**src/rtl/core/r2h_pkg.sv**
```systemverilog
// Shared types and constants for the RGB to HSL converter.
package r2h_pkg;

  localparam int unsigned CHAN_W    = 8;
  localparam int unsigned DIV_STEPS = 16;

  typedef struct packed {
    logic [CHAN_W-1:0] red;
    logic [CHAN_W-1:0] green;
    logic [CHAN_W-1:0] blue;
    logic [CHAN_W-1:0] alpha;
    logic              flatten_alpha;
  } pixel_t;

  typedef struct packed {
    logic [8:0]  hue;
    logic [15:0] saturation;
    logic [8:0]  lightness_sum;
  } hsl_t;

  typedef enum logic [1:0] {
    SECT_RED,
    SECT_GREEN,
    SECT_BLUE
  } sector_t;

  typedef struct packed {
    logic [CHAN_W-1:0]    sat_rem;
    logic [CHAN_W-1:0]    sat_den;
    logic [DIV_STEPS-1:0] sat_q;
    logic [CHAN_W-1:0]    hue_rem;
    logic [CHAN_W-1:0]    hue_div;
    logic [DIV_STEPS-1:0] hue_num;
    logic [8:0]           sum;
    logic                 grey;
    logic                 sat_full;
    logic                 neg;
    sector_t              sector;
  } div_t;

endpackage

```
**src/rtl/core/r2h_front.sv**
```systemverilog
// Front stages: alpha blend, channel extremes and divider operand setup.
module r2h_front (
  input  logic            clk,
  input  logic            rst,
  input  logic            up_valid,
  input  r2h_pkg::pixel_t up_data,
  output logic            up_stall,
  output logic            dn_valid,
  output r2h_pkg::div_t   dn_data,
  input  logic            dn_stall
);
  import r2h_pkg::*;

  function automatic logic [7:0] div255(input logic [15:0] p);
    logic [15:0] s;
    s = p + {8'd0, p[15:8]} + 16'd1;
    return s[15:8];
  endfunction

  logic v1, v2, v3, v4;
  logic st1, st2, st3, st4;

  logic [15:0] p_r, p_g, p_b;
  logic [7:0]  a1, r1, g1, b1;
  logic        flat1;

  logic [7:0] cr, cg, cb;
  logic [7:0] cr_next, cg_next, cb_next;

  sector_t    sector3, sector3_next;
  logic       neg3, neg3_next;
  logic [7:0] mag3, mag3_next;
  logic [7:0] range3, range3_next;
  logic [8:0] sum3, sum3_next;

  div_t       cell_in, cell_in_next;

  logic [7:0]        mx, mn;
  logic signed [8:0] diff;
  logic [8:0]        over;
  logic [7:0]        den;
  logic [13:0]       num;

  assign st4      = v4 & dn_stall;
  assign st3      = v3 & st4;
  assign st2      = v2 & st3;
  assign st1      = v1 & st2;
  assign up_stall = st1;
  assign dn_valid = v4;
  assign dn_data  = cell_in;

  always_comb begin
    if (flat1) begin
      cr_next = (8'd255 - a1) + div255(p_r);
      cg_next = (8'd255 - a1) + div255(p_g);
      cb_next = (8'd255 - a1) + div255(p_b);
    end else begin
      cr_next = r1;
      cg_next = g1;
      cb_next = b1;
    end
  end

  always_comb begin
    mx = cr;
    if (cg > mx) mx = cg;
    if (cb > mx) mx = cb;
    mn = cr;
    if (cg < mn) mn = cg;
    if (cb < mn) mn = cb;
    if (cb == mx) begin
      sector3_next = SECT_BLUE;
      diff = $signed({1'b0, cr}) - $signed({1'b0, cg});
    end else if (cg == mx) begin
      sector3_next = SECT_GREEN;
      diff = $signed({1'b0, cb}) - $signed({1'b0, cr});
    end else begin
      sector3_next = SECT_RED;
      diff = $signed({1'b0, cg}) - $signed({1'b0, cb});
    end
    neg3_next   = diff[8];
    mag3_next   = diff[8] ? 8'(-diff) : diff[7:0];
    range3_next = mx - mn;
    sum3_next   = {1'b0, mx} + {1'b0, mn};
  end

  always_comb begin
    over = 9'd510 - sum3;
    den  = (sum3 <= 9'd255) ? sum3[7:0] : over[7:0];
    num  = {mag3, 6'd0} - {4'd0, mag3, 2'd0};
    cell_in_next.sat_rem  = range3;
    cell_in_next.sat_den  = den;
    cell_in_next.sat_q    = '0;
    cell_in_next.hue_rem  = '0;
    cell_in_next.hue_div  = range3;
    cell_in_next.hue_num  = {2'd0, num};
    cell_in_next.sum      = sum3;
    cell_in_next.grey     = (range3 == 8'd0);
    cell_in_next.sat_full = (range3 == den);
    cell_in_next.neg      = neg3;
    cell_in_next.sector   = sector3;
  end

  always_ff @(posedge clk) begin
    if (rst) begin
      v1 <= 1'b0;
      v2 <= 1'b0;
      v3 <= 1'b0;
      v4 <= 1'b0;
    end else begin
      if (!st1) v1 <= up_valid;
      if (!st2) v2 <= v1;
      if (!st3) v3 <= v2;
      if (!st4) v4 <= v3;
    end
  end

  always_ff @(posedge clk) begin
    if (!st1 && up_valid) begin
      p_r   <= 16'(up_data.red) * 16'(up_data.alpha);
      p_g   <= 16'(up_data.green) * 16'(up_data.alpha);
      p_b   <= 16'(up_data.blue) * 16'(up_data.alpha);
      a1    <= up_data.alpha;
      r1    <= up_data.red;
      g1    <= up_data.green;
      b1    <= up_data.blue;
      flat1 <= up_data.flatten_alpha;
    end
    if (!st2 && v1) begin
      cr <= cr_next;
      cg <= cg_next;
      cb <= cb_next;
    end
    if (!st3 && v2) begin
      sector3 <= sector3_next;
      neg3    <= neg3_next;
      mag3    <= mag3_next;
      range3  <= range3_next;
      sum3    <= sum3_next;
    end
    if (!st4 && v3) begin
      cell_in <= cell_in_next;
    end
  end

endmodule

```
**src/rtl/core/r2h_div_cell.sv**
```systemverilog
// One restoring division step for the saturation and hue quotients.
module r2h_div_cell (
  input  logic          clk,
  input  logic          rst,
  input  logic          up_valid,
  input  r2h_pkg::div_t up_data,
  output logic          up_stall,
  output logic          dn_valid,
  output r2h_pkg::div_t dn_data,
  input  logic          dn_stall
);
  import r2h_pkg::*;

  logic       valid;
  div_t       data, data_next;
  logic [8:0] sat_t, hue_t;
  logic [8:0] sat_d, hue_d;
  logic       sat_ge, hue_ge;

  assign up_stall = valid & dn_stall;
  assign dn_valid = valid;
  assign dn_data  = data;

  always_comb begin
    data_next = up_data;
    sat_t  = {up_data.sat_rem, 1'b0};
    sat_ge = sat_t >= {1'b0, up_data.sat_den};
    sat_d  = sat_t - {1'b0, up_data.sat_den};
    hue_t  = {up_data.hue_rem, up_data.hue_num[DIV_STEPS-1]};
    hue_ge = hue_t >= {1'b0, up_data.hue_div};
    hue_d  = hue_t - {1'b0, up_data.hue_div};
    data_next.sat_rem = sat_ge ? sat_d[7:0] : sat_t[7:0];
    data_next.sat_q   = {up_data.sat_q[DIV_STEPS-2:0], sat_ge};
    data_next.hue_rem = hue_ge ? hue_d[7:0] : hue_t[7:0];
    data_next.hue_num = {up_data.hue_num[DIV_STEPS-2:0], hue_ge};
  end

  always_ff @(posedge clk) begin
    if (rst) begin
      valid <= 1'b0;
    end else if (!up_stall) begin
      valid <= up_valid;
    end
  end

  always_ff @(posedge clk) begin
    if (!up_stall && up_valid) begin
      data <= data_next;
    end
  end

endmodule

```
**src/rtl/core/r2h_back.sv**
```systemverilog
// Output stage: hue sector offset, saturation clamp and result register.
module r2h_back (
  input  logic          clk,
  input  logic          rst,
  input  logic          up_valid,
  input  r2h_pkg::div_t up_data,
  output logic          up_stall,
  output logic          dn_valid,
  output r2h_pkg::hsl_t dn_data,
  input  logic          dn_stall
);
  import r2h_pkg::*;

  localparam logic [8:0] HUE_GREEN = 9'd120;
  localparam logic [8:0] HUE_BLUE  = 9'd240;
  localparam logic [8:0] HUE_WRAP  = 9'd360;

  logic       valid;
  hsl_t       data, data_next;
  logic [8:0] q9, inc9, base;

  assign up_stall = valid & dn_stall;
  assign dn_valid = valid;
  assign dn_data  = data;

  always_comb begin
    q9   = {3'd0, up_data.hue_num[5:0]};
    inc9 = {8'd0, (up_data.hue_rem != 8'd0)};
    base = (up_data.sector == SECT_BLUE) ? HUE_BLUE : HUE_GREEN;
    case (up_data.sector)
      SECT_RED: begin
        if (up_data.neg && (q9 != 9'd0)) data_next.hue = HUE_WRAP - q9;
        else data_next.hue = q9;
      end
      SECT_GREEN, SECT_BLUE: begin
        if (up_data.neg) data_next.hue = base - q9 - inc9;
        else data_next.hue = base + q9;
      end
      default: data_next.hue = '0;
    endcase
    data_next.saturation    = up_data.sat_full ? 16'hFFFF : up_data.sat_q;
    data_next.lightness_sum = up_data.sum;
    if (up_data.grey) begin
      data_next.hue        = '0;
      data_next.saturation = '0;
    end
  end

  always_ff @(posedge clk) begin
    if (rst) begin
      valid <= 1'b0;
    end else if (!up_stall) begin
      valid <= up_valid;
    end
  end

  always_ff @(posedge clk) begin
    if (!up_stall && up_valid) begin
      data <= data_next;
    end
  end

endmodule

```
**src/rtl/core/rgb_to_hsl_converter.sv**
```systemverilog
// Pipeline: 4 front stages, 16 divider cells and 1 output stage.
// One request per cycle while not stalled; each divider cell retires one quotient bit.
// Every stage holds its own valid bit, so bubbles close up while the output is stalled.
// Reset is synchronous and clears all valid bits; payload registers are not reset.
// Top level of the RGB to HSL converter.
module rgb_to_hsl_converter (
  input  logic            clk,
  input  logic            rst,
  input  logic            pixel_valid,
  input  r2h_pkg::pixel_t pixel,
  output logic            pixel_stall,
  output logic            result_valid,
  output r2h_pkg::hsl_t   result,
  input  logic            result_stall
);
  import r2h_pkg::*;

  logic [DIV_STEPS:0] chain_valid;
  logic [DIV_STEPS:0] chain_stall;
  div_t               chain_data [DIV_STEPS+1];

  r2h_front u_front (
    .clk      (clk),
    .rst      (rst),
    .up_valid (pixel_valid),
    .up_data  (pixel),
    .up_stall (pixel_stall),
    .dn_valid (chain_valid[0]),
    .dn_data  (chain_data[0]),
    .dn_stall (chain_stall[0])
  );

  for (genvar i = 0; i < DIV_STEPS; i++) begin : g_cell
    r2h_div_cell u_cell (
      .clk      (clk),
      .rst      (rst),
      .up_valid (chain_valid[i]),
      .up_data  (chain_data[i]),
      .up_stall (chain_stall[i]),
      .dn_valid (chain_valid[i+1]),
      .dn_data  (chain_data[i+1]),
      .dn_stall (chain_stall[i+1])
    );
  end

  r2h_back u_back (
    .clk      (clk),
    .rst      (rst),
    .up_valid (chain_valid[DIV_STEPS]),
    .up_data  (chain_data[DIV_STEPS]),
    .up_stall (chain_stall[DIV_STEPS]),
    .dn_valid (result_valid),
    .dn_data  (result),
    .dn_stall (result_stall)
  );

  a_hue_range: assert property (@(posedge clk) disable iff (rst)
    result_valid |-> (result.hue < 9'd360))
    else $error("hue out of range");

  a_grey_hue: assert property (@(posedge clk) disable iff (rst)
    (result_valid && (result.saturation == 16'd0)) |-> (result.hue == 9'd0))
    else $error("zero saturation with nonzero hue");

  a_stall_origin: assert property (@(posedge clk) disable iff (rst)
    pixel_stall |-> (result_valid && result_stall))
    else $error("input stalled without a stalled result");

  a_reset_empty: assert property (@(posedge clk)
    rst |=> !result_valid)
    else $error("result valid after reset");

endmodule

```
**config.mk**
```make
export PLATFORM = sky130hd
export DESIGN_NAME = rgb_to_hsl_converter
export DESIGN_NICKNAME = d
export VERILOG_FILES = /design/src/rtl/core/r2h_pkg.sv /design/src/rtl/core/r2h_front.sv /design/src/rtl/core/r2h_div_cell.sv /design/src/rtl/core/r2h_back.sv /design/src/rtl/core/rgb_to_hsl_converter.sv
export SDC_FILE = /design/constraint.sdc
export NUM_CORES = 2
export LEC_CHECK = 0
export BUFFER_PORTS_ARGS = -buffer_cell sky130_fd_sc_hd__buf_2
export CAP_MARGIN = 5
export CORE_AREA = 2 2 336 338
export CTS_BUF_LIST = sky130_fd_sc_hd__clkbuf_8
export CTS_CLUSTER_SIZE = 12
export DETAILED_ROUTE_END_ITERATION = 10
export DIE_AREA = 0 0 338 340
export PLACE_DENSITY = 0.69
export SYNTH_ARGS = -nofsm -noshare
export SYNTH_HDL_FRONTEND = slang
export SYNTH_SLANG_ARGS = --single-unit
```
**constraint.sdc**
```tcl
create_clock -name clk -period 10.7 [get_ports clk]
set_clock_uncertainty 0.15 [all_clocks]
set_input_delay 0 -clock clk [delete_from_list [all_inputs] [get_ports clk]]
set_output_delay 0 -clock clk [all_outputs]
set_load 0.005 [all_outputs]
```
# Word-level counts from Yosys, hierarchy flattened
# Index checks and enable logic that the tools add are counted.
totals:
  inputBits: 37
  word_cells: 451
  latch_bits: 0
  ramBits: 0
  output_inout_bits: 36
  mem_bits_ro: 0
  ff_bits: 1325
  memories: 0
classes:
  multipliers: 3
  shift: 0
  n_bitwise: 21
  n_eq_ne: 5
  div_mod_pow: 0
  reduce_logical: 48
  muxes: 47
  add_sub_neg: 53
  n_lt_le_gt_ge: 37
op_table:
  columns: ["cell", "n"]
  rows:
  - ["8-bit two-way mux", 40]
  - ["9-bit by 8-bit greater-or-equal comparator with 1-bit output", 31]
  - ["8-bit subtractor", 31]
  - ["16-bit by 1-bit adder with 16-bit output, second input constant", 3]
  - ["16-bit by 8-bit adder with 16-bit output", 3]
  - ["8-bit by 8-bit multiplier with 16-bit output", 3]
  - ["9-bit two-way mux", 4]
  - ["8-bit by 8-bit subtractor with 9-bit output", 3]
  - ["8-bit adder", 3]
  - ["8-bit == test", 3]
  - ["1-bit logical AND", 22]
  - ["1-bit bitwise AND", 21]
  - ["1-bit logical NOT", 21]
  - ["9-bit case mux with 2 select lines", 1]
  - ["8-bit greater-than comparator", 2]
  - ["8-bit less-than comparator", 2]
  - ["16-bit two-way mux", 1]
  - ["8-bit subtractor, first input constant", 2]
  - ["14-bit by 10-bit subtractor with 14-bit output", 1]
  - ["8-bit by 6-bit adder with 9-bit output", 1]
  - ["8-bit by 8-bit adder with 9-bit output", 1]
  - ["9-bit by 8-bit less-or-equal comparator with 1-bit output, second input constant", 1]
  - ["8-bit by 6-bit subtractor with 9-bit output", 1]
  - ["9-bit by 1-bit subtractor with 9-bit output", 1]
  - ["other kinds (12)", 12]

# Longest topological paths before layout
logic_depth:
  depth_word: 23
  ltp_mapped: 27
  depth_no_buf: 25

# Cells and area by module
# Synthesis repeated with hierarchy kept, for this count alone.
unflattened:
  cells_unflattened: 5273
  area_unflattened_um2: 72389.4
modules_own_cells:
  columns: ["module", "area_each_um2", "seq_area_each_um2", "n_inst", "cells_per_inst"]
  rows:
  - ["r2h_div_cell (g_cell[0].u_cell ...)", 3313.2, 2362.3, 10, 214]
  - ["r2h_front", 17127.7, 5245.0, 1, 1679]
  - ["r2h_div_cell (g_cell[1].u_cell ...)", 3383.2, 2362.3, 5, 213]
  - ["r2h_div_cell (g_cell[6].u_cell)", 3342.0, 2362.3, 1, 213]
  - ["r2h_back", 1871.8, 1041.0, 1, 176]

# Worst setup path before layout
# Ideal clock, no wire load.
synth_path:
  path_kind: "register to register"
  start: "register g_cell[13].u_cell.valid"
  end: "register g_cell[5].u_cell.data, in the netlist g_cell[5].u_cell.dn_data[0] (enable)"
  slack_ns: 4.732
  setup_ns: 0.563
  t_arrival_ns: 5.255
  n_path_buf: 0
  stages_incl_launch_ff: 8
  t_required_ns: 9.987
  period_less_slack_ns: 5.968
  cell_sequence: "dfxtp_1 > nand4_1 > nor2_1 > and2_1 > nand2_1 > nor2_1 > and2_1 > a21boi_0"
synth_via:
  elab_chain_len: 11
synth_rtl:
  columns: ["item", "line_no", "text"]
  rows:
  - ["start: declaration", "r2h_div_cell.sv:14", "logic valid;"]
  - ["start signal: assignment", "r2h_div_cell.sv:42", "valid <= up_valid;"]
  - ["1-bit bitwise AND (9 in a row)", "r2h_div_cell.sv:20", "assign up_stall = valid & dn_stall;"]
  - ["1-bit logical NOT", null, null]
  - ["1-bit logical AND", "r2h_div_cell.sv:47", "if (!up_stall && up_valid) begin"]
  - ["end signal: assignment", "r2h_div_cell.sv:48", "data <= data_next;"]
  - ["end: declaration", "r2h_div_cell.sv:15", "div_t data, data_next;"]
# No other way between the ends.
# A chain may end at the register's enable or synchronous reset.

# Worst setup path in the final report
layout_path:
  start: "register u_front.cg[7]"
  end: "register u_front.mag3[4] (data pin)"
layout_via:
  elab_chain_len: 9
  word_cells_on_any_way: 12
  classes_between: "add/sub (3); order compare (2); eq/ne (2); mux (5)"
layout_rtl:
  columns: ["item", "line_no", "text"]
  rows:
  - ["start: declaration", "r2h_front.sv:27", "logic [7:0] cr, cg, cb;"]
  - ["start signal: assignment", "r2h_front.sv:131", "cg <= cg_next;"]
  - ["8-bit greater-than comparator", "r2h_front.sv:66", "if (cg > mx) mx = cg;"]
  - ["8-bit two-way mux", "r2h_front.sv:66", null]
  - ["8-bit greater-than comparator", "r2h_front.sv:67", "if (cb > mx) mx = cb;"]
  - ["8-bit two-way mux", "r2h_front.sv:67", null]
  - ["8-bit == test", "r2h_front.sv:74", "end else if (cg == mx) begin"]
  - ["9-bit two-way mux", "r2h_front.sv:74", null]
  - ["9-bit two-way mux (*)", "r2h_front.sv:71", "if (cb == mx) begin"]
  - ["net u_front.diff[0]", "r2h_front.sv:39", "logic signed [8:0] diff;"]
  - ["8-bit negation (*)", "r2h_front.sv:82", "mag3_next = diff[8] ? 8'(-diff) : diff[7:0];"]
  - ["8-bit two-way mux (*)", "r2h_front.sv:82", null]
  - ["net u_front.mag3_next[4]", "r2h_front.sv:32", "logic [7:0] mag3, mag3_next;"]
  - ["end signal: assignment", "r2h_front.sv:137", "mag3 <= mag3_next;"]
  - ["end: declaration", "r2h_front.sv:32", null]
# The timed path passes the listed nets; every way through them passes the cells marked *.

==> run_results.csv <==
group,metric,value,unit
floorplanning,rows,123,
critical_path,end_kind,"flop",
cts,cts_buffers,185,
finish,nFillCells,8694,
min_path,whs_path_depth,2,
timing,fin_setup_tns,0,ps
synth,synth_common_cells,"edfxtp_1, inv_1, ha_1, nor2_1, nand2_1",
floorplanning,boundaryPins,73,
synth,netlist_area,59600,um^2
detailed_routing,drtPass1Iterations,5,
timing,tightest_slew,1210,ps
floorplanning,chipHeight,340,um
cts,cts_tree,"yes",
grt,grt_max_degree,63,
synth,synth_top_area_share,57.2,%
timing,rsz0062_at_grt,"false",
critical_path,start_kind,"flop",
finish,multiInputGateArea,22700,um^2
synth,synthFlopType,"edfxtp_1",
placed_design,place_hpwl,76.7,mm
finish,regArea,34500,um^2
floorplanning,start_util,53.4,%
synth,avgSynthCellArea,13.0,um^2
grt,grt_pass1_wl,173,mm
run,drv_cap,0,
synth,yosysSeqAreaShare,57.9,%
floorplanning,die_width,338,um
timing,fin_crit_sh,58.9,%
pwr,powerDensity,187,nW/um^2
status,status,"finished clean",
detailed_routing,drcViolationCount,0,
timing,max_slew_margin,19.6,%
critical_path,worstPathRequired,11130,ps
detailed_routing,ant_nets,0,
synth,synth_edf_count,1135,
timing,layout_min_cycle_time,6300,ps
detailed_routing,wl_per_cell,16.2,um
cts,clkSinkCount,1156,
synth,async_flop_share,0,%
timing,setup_viol,0,
critical_path,arrival,6730,ps
cts,clock_latency,860,ps
grt,grt_usage,18.9,%
grt,grt_pass1_vias,34800,
synth,syn-instance-count,4590,
pwr,max-vdd-ir-drop,182,uV
timing,hold_violations,0,
detailed_routing,drt_iter0_drc,1711,
cts,cts_htree_levels,4,
floorplanning,die-area,115000,um^2
cts,clk_pin_slew_worst_paths,60,ps
detailed_routing,vias,34000,
synth,synth_largest_area_cell,"edfxtp_1",
synth,synth_area_leaders,"edfxtp_1, ha_1, fa_1",
pwr,p_leak,26.5,nW
placed_design,globalplace.congestion,0.900,
synth,yosysMostFrequentCell,"edfxtp_1",
finish,syn_to_final_growth,11.1,%
critical_path,critPathMaxFanout,19,
synth,yosysWarnings,0,
critical_path,critical_path_class,"reg -> reg",
grt,antenna_found_initial,1,
synth,ys_types,71,
finish,fin_util,59.3,%
floorplanning,core,112000,um^2
detailed_routing,vias_per_cell,5.19,
critical_path,reg2reg_depth,24,
finish,finalNetCount,5553,
synth,yosys_register_bits,1156,
timing,drv_slew,0,
cts,cts_root_buffer,"clkbuf_8",
finish,layout-drive-gt1-share,10.8,%
timing,whs,114,ps
placed_design,port_buffers,72,
detailed_routing,totalWireLength,106,mm
cts,clockBufferDepth,3,
min_path,hp-class,"in -> reg",
grt,overflow,0,
timing,max_freq,159,MHz
worst max-delay path: stages (launching register included):
cell	delay, ps
edfxtp_1	490
inv_1	110
ha_1	390
a21oi_1	150
nand2_1	110
a211oi_2	210
buf_4	290
nor2_1	70
a21oi_1	170
ha_1	280
and3_1	200
a221o_1	390
a22oi_4	430
o21ai_1	240
nand2_1	500
mux2_2	400
mux2i_1	170
inv_1	60
ha_1	240
nand2_1	70
a21oi_1	40
a41oi_1	260
nor2b_1	80
or3_1	310
a31o_2	250
timing repair:
item,CTS,global route
setup buffers,0,0
endpoints found under the setup margin,0,0
gates resized for setup,0,0
hold endpoints to repair,147,0
hold buffers,66,0
cell usage in the layout, fill, tap and decap left out, types with 41 or more instances in the layout:
cell	instances
a21boi_0	94
a21o_1	64
a21oi_1	118
and2_1	114
buf_2	72
clkbuf_8	196
clkinv_1	45
dlygate4sd3_1	66
edfxtp_1	1135
fa_1	145
ha_1	475
inv_1	688
mux2_2	170
mux2i_1	75
nand2_1	202
nand2b_1	41
nand3_1	51
nand4_1	54
nor2_1	404
nor2b_1	88
o21ai_0	199
xnor2_1	172
xor2_1	64
registers in the layout (all words and copies together), names as in the netlist, 9 cells and up:
register / count
u_back.dn_data: 34
g_cell.u_cell.dn_data: 929
u_front.p_b: 16
u_front.dn_data: 40
g_cell.u_cell.dn_valid: 16
u_front.p_g: 16
u_front.p_r: 16
u_front.sum3: 9
final cells by class:
class | instances | share of cell area, %
Antenna cell | 2 | 0.00756
Clock buffer | 196 | 4.08
Clock inverter | 144 | 1.29
Inverter | 633 | 3.59
Multi-Input combinational cell | 2762 | 34.3
Sequential cell | 1156 | 52.1
Tap cell | 1500 | 2.84
Timing Repair Buffer | 158 | 1.77
final timing paths:
check | slack, ps | to | start
max | 4400 | u_front.mag3[4] | u_front.cg[7]
min | 110 | u_front.a1[3] | pixel[4]
max reg2reg | 4400 | u_front.mag3[4] | u_front.cg[7]
min reg2reg | 230 | g_cell[6].u_cell.dn_data[27] | g_cell[5].u_cell.dn_data[26]
logic make-up (layout without fill, tap and decap cells):
logic type                 after synthesis  in the layout  share of synthesized area [%]
DFF                                   1156           1156                           57.9
muxes                                  248            248                           4.55
buffers and inverters                  674           1131                           4.28
other                                    1              5                        0.00630
xor gates and xnor gates               236            236                           3.47
AOI/OAI and AO/OA                      620            620                           6.69
adders and majority gates              620            620                           14.9
and+or+nand+nor                       1035           1035                           8.23
power by group:
part           total [mW]  internal, mW  switching [mW]
Combinational        3.32          1.48            1.84
Sequential           5.48          5.28           0.199
Clock                3.56          1.84            1.72
Total                12.4          8.60            3.76
per-layer routing:
metal | wire, um | GRT usage, %
met5 | 0 | 0
met3 | 3730 | 3.28
met1 | 43300 | 22.1
met4 | 3170 | 7.49
met2 | 55800 | 34.3
through the flow:
step | instance area, um^2 | power, mW | setup WS, ps | instances
floorplan | 59600 | 8.08 | 4730 | 4592
global placement | 61900 | 8.81 | 4510 | 6143
detailed placement | 61900 | 8.86 | 4470 | 6143
CTS | 66200 | 12.5 | 4440 | 6549
global route | 66200 | 13.1 | 3990 | 6550
finish | 66200 | 12.4 | 4400 | 6551
(Power assumes the default switching activity.)
